===== src/rtl/pqit_pkg.sv =====
// Shared types and constants for the pending query id table.
// Used by the table core and the port checker.
package pqit_pkg;

  localparam int TABLE_ENTRIES = 16;
  localparam int TAG_BITS      = 32;

  localparam int IDX_W = (TABLE_ENTRIES > 1) ? $clog2(TABLE_ENTRIES) : 1;
  localparam int CNT_W = $clog2(TABLE_ENTRIES + 1);
  // removed count tracks up to the full table, reported saturated to 5 bits
  localparam int RM_W  = (CNT_W > 5) ? CNT_W : 5;

  localparam int ID_W     = 16;
  localparam int TIME_W   = 32;
  localparam int OUTTAG_W = 32;
  localparam int MARGIN_W = 16;
  localparam int CTR_W    = 32;
  localparam int REMOUT_W = 5;
  localparam int CMD_W    = 2;
  localparam int STATUS_W = 3;

  localparam int S_DATA_W = ID_W + OUTTAG_W + TIME_W;
  localparam int M_DATA_RAW_W = OUTTAG_W + REMOUT_W + 2 * CTR_W;
  localparam int M_DATA_W = ((M_DATA_RAW_W + 7) / 8) * 8;
  localparam int PADDR_W  = 3;

  // Commands
  localparam logic [CMD_W-1:0] CMD_ADD    = 2'd0;
  localparam logic [CMD_W-1:0] CMD_LOOKUP = 2'd1;
  localparam logic [CMD_W-1:0] CMD_SWEEP  = 2'd2;
  localparam logic [CMD_W-1:0] CMD_FLUSH  = 2'd3;

  // Result status codes
  localparam logic [STATUS_W-1:0] STAT_ADDED = 3'd0;
  localparam logic [STATUS_W-1:0] STAT_DUP   = 3'd1;
  localparam logic [STATUS_W-1:0] STAT_FULL  = 3'd2;
  localparam logic [STATUS_W-1:0] STAT_FOUND = 3'd3;
  localparam logic [STATUS_W-1:0] STAT_MISS  = 3'd4;
  localparam logic [STATUS_W-1:0] STAT_DONE  = 3'd5;

  // Register index of expiry_margin
  localparam logic REG_MARGIN = 1'b0;

  localparam logic [MARGIN_W-1:0] MARGIN_RESET = 16'd30;

  typedef struct packed {
    logic [TIME_W-1:0]   expiry;
    logic [TAG_BITS-1:0] tag;
    logic [ID_W-1:0]     id;
  } entry_t;

endpackage


===== src/rtl/pqit_ram.sv =====
// Simple dual-port synchronous RAM with a registered read.
// Generic; holds the table entries for the core.
module pqit_ram #(
  parameter int WIDTH = 8,
  parameter int DEPTH = 16,
  parameter int AW    = (DEPTH > 1) ? $clog2(DEPTH) : 1
) (
  input  logic             clk,
  input  logic             we,
  input  logic [AW-1:0]    waddr,
  input  logic [WIDTH-1:0] wdata,
  input  logic             re,
  input  logic [AW-1:0]    raddr,
  output logic [WIDTH-1:0] rdata
);

  logic [WIDTH-1:0] mem [DEPTH];

  always_ff @(posedge clk) begin
    if (we) begin
      mem[waddr] <= wdata;
    end
    if (re) begin
      rdata <= mem[raddr];
    end
  end

endmodule


===== src/rtl/pending_query_id_table_core.sv =====
// Pending query id table: top level with FSM, valid bits, counters, config port.
// Depends on pqit_pkg and pqit_ram.
//
//  channel   | direction | handshake              | payload
//  ----------+-----------+------------------------+----------------------------------
//  s_*       | in        | s_tvalid / s_tready    | cmd (tuser), id/tag/now (tdata)
//  m_*       | out       | m_tvalid / m_tready    | status (tuser), results (tdata)
//  APB       | in        | psel&penable&pwrite    | expiry_margin at byte address 0
//
// Each command walks every table entry through the entry RAM, one read per
// cycle from its single registered read port. One command is in flight at a
// time; the next input is taken while a result waits in the output register.
// A stalled output holds the finish step until the slot frees.
// Reset (rst, synchronous) clears all valid bits, both counters and the margin
// to 30; the entry RAM needs no clearing since valid bits gate every read.
module pending_query_id_table_core (
  input  logic                                 clk,
  input  logic                                 rst,
  // input stream
  input  logic                                 s_tvalid,
  output logic                                 s_tready,
  // [15:0] query_id, [47:16] client_tag, [79:48] now_time
  input  logic [pqit_pkg::S_DATA_W-1:0]        s_tdata,
  // [1:0] cmd
  input  logic [pqit_pkg::CMD_W-1:0]           s_tuser,
  // result stream
  output logic                                 m_tvalid,
  input  logic                                 m_tready,
  // [31:0] found_tag, [36:32] removed_count, [68:37] duplicate_total,
  // [100:69] expired_total, [103:101] zero
  output logic [pqit_pkg::M_DATA_W-1:0]        m_tdata,
  // [2:0] status
  output logic [pqit_pkg::STATUS_W-1:0]        m_tuser,
  // configuration
  input  logic                                 psel,
  input  logic                                 penable,
  input  logic                                 pwrite,
  input  logic [pqit_pkg::PADDR_W-1:0]         paddr,
  input  logic [31:0]                          pwdata,
  output logic [31:0]                          prdata,
  output logic                                 pready
);

  localparam logic [1:0] S_IDLE = 2'd0;
  localparam logic [1:0] S_SCAN = 2'd1;
  localparam logic [1:0] S_FIN  = 2'd2;

  localparam int N  = pqit_pkg::TABLE_ENTRIES;
  localparam int IW = pqit_pkg::IDX_W;
  localparam int RW = pqit_pkg::RM_W;

  logic [1:0]                        state;
  logic [pqit_pkg::CMD_W-1:0]        cmd_q;
  logic [pqit_pkg::ID_W-1:0]         id_q;
  logic [pqit_pkg::TAG_BITS-1:0]     tag_q;
  logic [pqit_pkg::TIME_W-1:0]       now_q;
  logic [IW:0]                       rd_idx;   // next read address, reaches N
  logic                              chk_vld;  // RAM data valid this cycle
  logic [IW-1:0]                     chk_idx;  // entry that RAM data belongs to
  logic [N-1:0]                      valid;
  logic                              hit;
  logic [pqit_pkg::OUTTAG_W-1:0]     hit_tag;
  logic                              free_found;
  logic [IW-1:0]                     free_idx;
  logic [RW-1:0]                     rem_cnt;
  logic [pqit_pkg::CTR_W-1:0]        dup_total;
  logic [pqit_pkg::CTR_W-1:0]        exp_total;
  logic [pqit_pkg::MARGIN_W-1:0]     margin;

  logic                              accept;
  logic                              rd_en;
  logic                              out_free;
  logic                              fin_go;
  logic                              ram_we;
  logic                              ent_v;
  logic                              ent_hit;
  logic                              ent_old;
  logic [pqit_pkg::TIME_W:0]         exp_sum;
  logic [pqit_pkg::TIME_W-1:0]       exp_val;
  logic [pqit_pkg::CTR_W-1:0]        dup_next;
  logic [pqit_pkg::STATUS_W-1:0]     status_next;
  logic [pqit_pkg::REMOUT_W-1:0]     rem_out;
  pqit_pkg::entry_t                  rd_ent;
  pqit_pkg::entry_t                  wr_ent;

  assign s_tready = (state == S_IDLE);
  assign accept   = s_tvalid && s_tready;
  assign rd_en    = (state == S_SCAN) && (rd_idx < (IW+1)'(N));
  assign out_free = !m_tvalid || m_tready;
  assign fin_go   = (state == S_FIN) && out_free;

  // per-entry checks on the word coming back from the RAM
  assign ent_v   = chk_vld && valid[chk_idx];
  assign ent_hit = ent_v && (rd_ent.id == id_q);
  assign ent_old = ent_v && (now_q > rd_ent.expiry);

  // saturating expiry
  assign exp_sum = {1'b0, now_q} + (pqit_pkg::TIME_W+1)'(margin);
  assign exp_val = exp_sum[pqit_pkg::TIME_W] ? '1 : exp_sum[pqit_pkg::TIME_W-1:0];

  assign ram_we        = fin_go && (cmd_q == pqit_pkg::CMD_ADD) && !hit && free_found;
  assign wr_ent.expiry = exp_val;
  assign wr_ent.tag    = tag_q;
  assign wr_ent.id     = id_q;

  pqit_ram #(
    .WIDTH ($bits(pqit_pkg::entry_t)),
    .DEPTH (N),
    .AW    (IW)
  ) u_ram (
    .clk   (clk),
    .we    (ram_we),
    .waddr (free_idx),
    .wdata (wr_ent),
    .re    (rd_en),
    .raddr (rd_idx[IW-1:0]),
    .rdata (rd_ent)
  );

  // finish-step result
  always_comb begin
    dup_next    = dup_total;
    status_next = pqit_pkg::STAT_DONE;
    unique case (cmd_q)
      pqit_pkg::CMD_ADD: begin
        if (hit) begin
          dup_next    = dup_total + 1'b1;
          status_next = pqit_pkg::STAT_DUP;
        end else if (free_found) begin
          status_next = pqit_pkg::STAT_ADDED;
        end else begin
          status_next = pqit_pkg::STAT_FULL;
        end
      end
      pqit_pkg::CMD_LOOKUP: begin
        status_next = hit ? pqit_pkg::STAT_FOUND : pqit_pkg::STAT_MISS;
      end
      default: begin
        status_next = pqit_pkg::STAT_DONE;
      end
    endcase
  end

  assign rem_out = (rem_cnt > RW'(31)) ? 5'd31 : rem_cnt[pqit_pkg::REMOUT_W-1:0];

  // control state
  always_ff @(posedge clk) begin
    if (rst) begin
      state     <= S_IDLE;
      chk_vld   <= 1'b0;
      rd_idx    <= '0;
      valid     <= '0;
      dup_total <= '0;
      exp_total <= '0;
      margin    <= pqit_pkg::MARGIN_RESET;
      m_tvalid  <= 1'b0;
    end else begin
      if (psel && penable && pwrite && pready && (paddr[2] == pqit_pkg::REG_MARGIN)) begin
        margin <= pwdata[pqit_pkg::MARGIN_W-1:0];
      end
      // output slot: loaded by the finish step, freed by a result transfer
      if (fin_go) begin
        m_tvalid <= 1'b1;
      end else if (m_tvalid && m_tready) begin
        m_tvalid <= 1'b0;
      end
      unique case (state)
        S_IDLE: begin
          if (accept) begin
            state   <= S_SCAN;
            rd_idx  <= '0;
            chk_vld <= 1'b0;
          end
        end
        S_SCAN: begin
          chk_vld <= rd_en;
          if (rd_en) begin
            rd_idx <= rd_idx + 1'b1;
          end
          if (chk_vld) begin
            if ((cmd_q == pqit_pkg::CMD_SWEEP && ent_old) ||
                (cmd_q == pqit_pkg::CMD_FLUSH && ent_v)) begin
              valid[chk_idx] <= 1'b0;
            end
            if (cmd_q == pqit_pkg::CMD_SWEEP && ent_old) begin
              exp_total <= exp_total + 1'b1;
            end
          end
          // last entry checked this cycle
          if (!rd_en && chk_vld) begin
            state <= S_FIN;
          end
        end
        S_FIN: begin
          if (out_free) begin
            state     <= S_IDLE;
            dup_total <= dup_next;
            if (ram_we) begin
              valid[free_idx] <= 1'b1;
            end
          end
        end
        default: begin
          state <= S_IDLE;
        end
      endcase
    end
  end

  // datapath registers
  always_ff @(posedge clk) begin
    if (accept) begin
      cmd_q      <= s_tuser;
      id_q       <= s_tdata[15:0];
      tag_q      <= pqit_pkg::TAG_BITS'(s_tdata[47:16]);
      now_q      <= s_tdata[79:48];
      hit        <= 1'b0;
      free_found <= 1'b0;
      rem_cnt    <= '0;
    end
    if (state == S_SCAN) begin
      chk_idx <= rd_idx[IW-1:0];
      if (chk_vld) begin
        if (ent_hit && (cmd_q == pqit_pkg::CMD_ADD || cmd_q == pqit_pkg::CMD_LOOKUP)) begin
          hit     <= 1'b1;
          hit_tag <= pqit_pkg::OUTTAG_W'(rd_ent.tag);
        end
        if (cmd_q == pqit_pkg::CMD_ADD && !valid[chk_idx] && !free_found) begin
          free_found <= 1'b1;
          free_idx   <= chk_idx;
        end
        if ((cmd_q == pqit_pkg::CMD_SWEEP && ent_old) ||
            (cmd_q == pqit_pkg::CMD_FLUSH && ent_v)) begin
          rem_cnt <= rem_cnt + 1'b1;
        end
      end
    end
    if (fin_go) begin
      m_tuser <= status_next;
      m_tdata <= pqit_pkg::M_DATA_W'({
                   exp_total,
                   dup_next,
                   ((cmd_q == pqit_pkg::CMD_SWEEP || cmd_q == pqit_pkg::CMD_FLUSH)
                      ? rem_out : 5'd0),
                   ((cmd_q == pqit_pkg::CMD_LOOKUP && hit) ? hit_tag : 32'd0)
                 });
    end
  end

  // register readback
  assign pready = 1'b1;
  assign prdata = (paddr[2] == pqit_pkg::REG_MARGIN) ? 32'(margin) : 32'd0;

endmodule


===== config.mk =====
export PLATFORM = sky130hd
export DESIGN_NAME = pending_query_id_table_core
export DESIGN_NICKNAME = d
export VERILOG_FILES = /design/src/rtl/pqit_pkg.sv /design/src/rtl/pqit_ram.sv /design/src/rtl/pending_query_id_table_core.sv
export SDC_FILE = /design/constraint.sdc
export NUM_CORES = 2
export LEC_CHECK = 0
export BUFFER_PORTS_ARGS = -buffer_cell sky130_fd_sc_hd__buf_2
export CORE_MARGIN = 2
export CORE_UTILIZATION = 53
export CTS_BUF_LIST = sky130_fd_sc_hd__clkbuf_8
export CTS_CLUSTER_SIZE = 12
export DETAILED_ROUTE_END_ITERATION = 7
export PLACE_DENSITY = 0.7
export SYNTH_ARGS = -nofsm -noshare
export SYNTH_HDL_FRONTEND = slang
export SYNTH_SLANG_ARGS = --single-unit

===== constraint.sdc =====
create_clock -name clk -period 12.64 [get_ports clk]
set_input_delay 3.16 -clock clk [delete_from_list [all_inputs] [get_ports clk]]
set_output_delay 3.16 -clock clk [all_outputs]
set_load 0.01 [all_outputs]

# Word-level counts from Yosys, hierarchy flattened
# Memory sizes are Yosys's and may differ from the RTL's. A register that Yosys moved wholly into a read port is not among the register bits.
# Cells that the tools add are included.
[word_totals]
mem_bits_rw = 1280
inputBits = 124
elab_cells = 141
n_memories = 1
register_bits = 338
[memory_table]
columns = ["memory", "depth", "width", "rd", "rd_clocked_by_memory_dff", "write_ports", "line", "text"]
rows = [
  ["u_ram.mem", 16, 80, 1, 1, 1, "pqit_ram.sv:17", "logic [WIDTH-1:0] mem [DEPTH];"],
]
[op_classes]
magnitude_cmp = 7
n_reduce_logical = 44
bitwise_logic = 4
eq_ne = 13
n_mux = 45
n_addsub = 5
[op_table]
columns = ["cell", "count"]
rows = [
  ["$mux 32", 3],
  ["$mux 16", 5],
  ["$add 32x1->32 const B", 2],
  ["$mux 5", 7],
  ["$add 32x16->33", 1],
  ["$gt 32x32->1", 1],
  ["$pmux 16 s2", 1],
  ["$logic_and 1x1->1", 22],
  ["$and 16x16->16", 1],
  ["$eq 16x16->1", 1],
  ["$mux 1", 16],
  ["$not 16->16", 1],
  ["$or 16x16->16", 1],
  ["$reduce_and 3->1", 5],
  ["$add 5x1->5 const B", 2],
  ["$lt 4x5->1 const B", 2],
  ["$mux 2", 5],
  ["$ne 2x2->1 const B", 5],
  ["$pmux 5 s2", 1],
  ["$demux 1 s4", 2],
  ["$ge 4x1->1 const B", 2],
  ["$eq 2x2->1 const B", 3],
  ["$pmux 2 s3", 1],
  ["$pmux 3 s2", 1],
  ["14 further kinds", 27],
]

# Longest topological paths before layout
[logic_depth]
ltp_word = 9
depth_mapped = 11
mapped_depth_nobuf = 11

# By module
# Synthesis repeated with hierarchy kept, for this count alone.
[unflattened]
hier_cells = 3330
hier_area_um2 = 65221.3
[by_module_without_submodules]
columns = ["module", "cells_each", "n_inst", "seq_area_each_um2", "area_each_um2"]
rows = [
  ["pqit_ram", 2054, 1, 40839.2, 50223.2],
  ["pending_query_id_table_core", 1276, 1, 9028.7, 14998.1],
]

# Worst setup path after synthesis
# OpenSTA, ideal clock, no wires.
[synth_timing]
path_kind = "input to register"
from = "in m_tready"
to = "mem u_ram.mem[12][0] in the netlist's numbering, enable pin"
path_slack_ns = 2.482
n_path_buf = 0
arrival_time_ns = 9.537
cell_stages = 6
cell_sequence = "nand2b_1 -> nand2_1 -> inv_1 -> nand4_1 -> or3_1 -> nor3_1"
[synth_via]
elab_chain_cells = 7
[synth_rtl]
columns = ["item", "line", "text"]
rows = [
  ["start, declared", "pending_query_id_table_core.sv:28", "input logic m_tready,"],
  ["$logic_or 1x1->1", "pending_query_id_table_core.sv:89", "assign out_free = !m_tvalid || m_tready;"],
  ["$logic_and 1x1->1", "pending_query_id_table_core.sv:90", "assign fin_go = (state == S_FIN) && out_free;"],
  ["$logic_and 1x1->1 (3 in series)", "pending_query_id_table_core.sv:101", "assign ram_we = fin_go && (cmd_q == pqit_pkg::CMD_ADD) && !hit && free_found;"],
  ["$mux 1", "pqit_ram.sv:20", "if (we) begin"],
  ["$mux 1 (not written as such)", "pqit_ram.sv:21", "mem[waddr] <= wdata;"],
  ["end, declared", "pqit_ram.sv:17", ""],
]
# No other way between the ends.

# Worst setup path after layout
[layout_timing]
from = "in paddr[2] in the netlist's numbering"
to = "out prdata[10]"
[layout_via]
elab_chain_cells = 1
[layout_rtl]
columns = ["item", "line", "text"]
rows = [
  ["start, declared", "pending_query_id_table_core.sv:38", "input logic [pqit_pkg::PADDR_W-1:0] paddr,"],
  ["$mux 16", "pending_query_id_table_core.sv:252", "assign prdata = (paddr[2] == pqit_pkg::REG_MARGIN) ? 32'(margin) : 32'd0;"],
  ["end, declared", "pending_query_id_table_core.sv:40", "output logic [31:0] prdata,"],
]
# No other way between the ends.

==> results_tabular.tex <==
\begin{tabular}{lr}
\hline
Metric & Value \\
\hline
\multicolumn{2}{l}{\textbf{Status}} \\
Run status & completed \\
\multicolumn{2}{l}{\textbf{Yosys}} \\
Main flop type after synthesis & sky130\_fd\_sc\_hd\_\_edfxtp\_1 \\
Average cell area after synthesis & 20.6 um\^{}2 \\
Synth cell types & 65 \\
Number of enable flip-flop cells after synthesis & 1586 \\
Cells after synthesis & 3164 \\
Count of warnings emitted by yosys & 0 \\
Number of flip-flops and latches in the synthesized netlist & 1698 \\
Post-synthesis sequential area ratio & 0.765 \\
Combined area of all synthesized cells & 65200 um\^{}2 \\
Async set or reset register ratio after synthesis & 0 \\
\multicolumn{2}{l}{\textbf{Timing}} \\
Worst-Margin Slew & 1.23 ns \\
Total count of max-transition violations in the final report & 0 \\
Tmin final & 6.84 ns \\
Count of endpoints failing setup in the final report & 0 \\
Setup repair after global routing missed its margin & no \\
Achievable clock frequency & 146 MHz \\
Slew HR & 0.172 \\
Layout Skew & 0.0558 ns \\
Final period utilization & 0.541 \\
Final hold vios & 0 \\
Total negative slack & 0 ns \\
Hold WS & 0.417 ns \\
\multicolumn{2}{l}{\textbf{Global routing}} \\
Pin count of the biggest net entering global routing & 108 \\
GR met3 Demand/Resource & 0.0496 \\
Tot GR Track Use & 0.219 \\
First-pass GRT wire length & 204000 um \\
Met1 track demand over resource in global routing & 0.318 \\
GRT Residual Overflow & 0 \\
GR Util met2 & 0.341 \\
Via count of the first global-routing pass & 32.4k \\
Number of antenna violations at the first check in global routing & 3 \\
Top Usage Layer GRT & met2 \\
\multicolumn{2}{l}{\textbf{Drt}} \\
Average via count per standard cell & 5.86 \\
Wire length per cell & 25.1 um \\
Number of optimization iterations in the first detailed-route pass & 7 \\
Vias after detailed routing & 31.8k \\
Initial DRC Count & 2824 \\
Antenna-violating nets left & 0 \\
Remaining routing DRC violations & 0 \\
Aggregate routed wire length & 136000 um \\
\multicolumn{2}{l}{\textbf{Critical path}} \\
Number of cells traversed by the worst register-to-register path & 9 \\
CP startpoint & paddr[2] \\
Cell seen most often among critical-path stages & sky130\_fd\_sc\_hd\_\_buf\_2 \\
CP delay by family, top & buffers and inverters \\
Endpoint arrival time on the critical path & 3.68 ns \\
Origin of the critical flop-to-flop path & state[1] \\
Worst path slowest cell & sky130\_fd\_sc\_hd\_\_buf\_2 \\
Levels on crit path & 3 \\
Crit-path max FO & 18 \\
Worst setup path end & prdata[10] \\
Endpoint of the most critical register-to-register path & u\_ram.mem[11][3] \\
Buffers \& Inverters on Critical Path & 2 \\
Cell Chain, Critical Path & buf\_2 -> nor2b\_1 -> buf\_2 \\
Critical Path RT & 9.48 ns \\
Critical path launch point type & primary input \\
Reg-to-reg slack, setup & 7.68 ns \\
Critical path capture point type & primary output \\
Category of the most critical setup path & primary input to primary output \\
Largest stage delay, worst path & 0.28 ns \\
\multicolumn{2}{l}{\textbf{Floorplan}} \\
Vert. Die Dim & 355 um \\
Starting utilization of the core area & 0.535 \\
Number of rows created at floorplan & 128 \\
Core footprint & 122000 um\^{}2 \\
Die outline width & 355 um \\
Area enclosed by the die boundary & 126000 um\^{}2 \\
Top-Level Pins & 266 \\
\multicolumn{2}{l}{\textbf{Clocking}} \\
Post-CTS Setup Bufs & 0 \\
Max H-tree Level & 5 \\
Buffer type at the clock tree root & sky130\_fd\_sc\_hd\_\_clkbuf\_8 \\
Clock tree from TritonCTS & done \\
Clock slew seen by the registers of the worst setup and hold paths & 0.06 ns \\
CTS Buffer Depth & 4 \\
Clock buffer count from CTS & 290 \\
Quantity of hold-fixing buffers added after cts & 0 \\
Cts repair resizes & 0 \\
Clock sink count & 1698 \\
Clk Latency, worst-skew pair & 0.98 ns \\
\multicolumn{2}{l}{\textbf{Placed design}} \\
Port Buffer Count & 227 \\
Detailed placer's ending HPWL & 72300 um \\
Placer congestion estimate & 0.812 \\
\multicolumn{2}{l}{\textbf{Final layout}} \\
Synth-to-layout area growth & 12.6\% \\
Area taken by multi-input logic gates & 14700 um\^{}2 \\
Fraction of layout cells with a size suffix above 1 & 0.284 \\
Final-layout fill cell count & 8589 \\
NumNets Final & 3789 \\
FF/Latch Area & 49900 um\^{}2 \\
\multicolumn{2}{l}{\textbf{Power and ir drop}} \\
Highest ir drop seen on vdd & 116 uV \\
Total power density per cell area & 149 nW/um\^{}2 \\
Pleak & 24.1 nW \\
\multicolumn{2}{l}{\textbf{Min path}} \\
Hold Path Depth & 0 \\
Worst hold-check path type & flop to flop \\
\multicolumn{2}{l}{\textbf{Job}} \\
Number of maximum-capacitance violations & 0 \\
\hline
\end{tabular}
## sequential cells by signal (all words and copies together), names as in the netlist, 32 cells and up
name         count
dup_total       32
exp_total       32
hit_tag         32
m_tdata        101
now_q           32
tag_q           32
u_ram.mem     1280
u_ram.rdata     80
## synth_stat cells (28+ instances only)
cell                       number  area [um^2]
sky130_fd_sc_hd__clkbuf_1     101          379
sky130_fd_sc_hd__xnor2_1       52          455
sky130_fd_sc_hd__buf_1         31          116
sky130_fd_sc_hd__a21oi_1       53          265
sky130_fd_sc_hd__edfxtp_1    1586        47600
sky130_fd_sc_hd__ha_1          53          663
sky130_fd_sc_hd__nand2_1      129          484
sky130_fd_sc_hd__nor3_1        28          140
sky130_fd_sc_hd__and2_1        46          288
sky130_fd_sc_hd__nor2b_1       35          219
sky130_fd_sc_hd__dfxtp_1      112         2240
sky130_fd_sc_hd__inv_1         58          218
sky130_fd_sc_hd__xor2_1        58          508
sky130_fd_sc_hd__nand3_1       33          165
sky130_fd_sc_hd__mux4_2       404         9100
sky130_fd_sc_hd__o21ai_0       36          180
sky130_fd_sc_hd__nor2_1       117          439
## kinds of logic after synthesis
kind of cell               share of synthesized area
DFF                                            0.765
and+or+nand+nor                               0.0392
muxes                                          0.141
buffers and inverters                         0.0134
AOI/OAI and AO/OA                             0.0159
xor gates and xnor gates                      0.0150
adders and majority gates                     0.0105
other                                       0.000115
## worst min-delay path by stage
| stage | endpoint | from | slack, ns |
|---|---|---|---|
| detailed placement | hit_tag[30] | u_ram.rdata[46] | 0.41 |
| finish | hit_tag[9] | u_ram.rdata[25] | 0.42 |
| global placement | hit_tag[29] | u_ram.rdata[45] | 0.40 |
| CTS | hit_tag[30] | u_ram.rdata[46] | 0.42 |
| global route | hit_tag[9] | u_ram.rdata[25] | 0.42 |
| floorplan | hit_tag[0] | u_ram.rdata[16] | 0.40 |
## layer usage
| metal | wire [um] | part of all wire |
|---|---|---|
| met1 | 57700 | 0.42 |
| met2 | 64600 | 0.48 |
| met3 | 11000 | 0.081 |
| met4 | 2590 | 0.019 |
| met5 | 13 | 0.000096 |
## worst reg2reg max path: stages (launching register included)
cell and delay, ns:
sky130_fd_sc_hd__dfxtp_1 0.37, sky130_fd_sc_hd__nor2b_1 0.21, sky130_fd_sc_hd__nand2_1 0.08, sky130_fd_sc_hd__buf_4 0.21, sky130_fd_sc_hd__inv_4 0.68, sky130_fd_sc_hd__nand4_1 0.43
sky130_fd_sc_hd__or3_1 0.56, sky130_fd_sc_hd__nor2_4 0.66, sky130_fd_sc_hd__buf_4 0.54, sky130_fd_sc_hd__buf_4 0.77
## per-stage QoR
stage          power [mW]  setup slack [ns]  area (um^2)  std cells  utilization
2_1_floorplan        6.60              2.48        65300       3182            -
3_3_place_gp         6.71              4.91        68500       4944        0.562
3_5_place_dp         6.72              4.82        68500       4944        0.562
4_1_cts              11.1              5.79        73400       5416        0.602
5_1_grt              11.3              5.66        73400       5418        0.602
6_report             10.9              5.80        73400       5418        0.602
## layout make-up
| type | instances | share of cell area |
|---|---|---|
| antenna | 2 | 0.0000682 |
| clock buffer | 298 | 0.0559 |
| sequential | 1698 | 0.680 |
| clock inverter | 174 | 0.0115 |
| multi-input combinational | 1272 | 0.200 |
| inverter | 58 | 0.00303 |
| timing repair buffer | 291 | 0.0224 |
| tap | 1625 | 0.0277 |
## layout by cell type, fill, tap and decap left out, types with 53 or more instances in the layout
cell type                  instances
sky130_fd_sc_hd__buf_2           226
sky130_fd_sc_hd__buf_4            63
sky130_fd_sc_hd__clkbuf_8        298
sky130_fd_sc_hd__clkinv_1         56
sky130_fd_sc_hd__dfxtp_1         108
sky130_fd_sc_hd__edfxtp_1       1586
sky130_fd_sc_hd__ha_1             53
sky130_fd_sc_hd__inv_1           139
sky130_fd_sc_hd__mux4_2          404
sky130_fd_sc_hd__nand2_1         129
sky130_fd_sc_hd__nor2_1          104
sky130_fd_sc_hd__xor2_1           58
## report_power, final
part	switching, mW	leakage, nW	internal (mW)
clock network	2.06	2.84	2.27
logic	0.189	5.83	0.154
registers	0.0606	15.4	6.19
total	2.31	24.1	8.62
(Power assumes the default switching activity.)
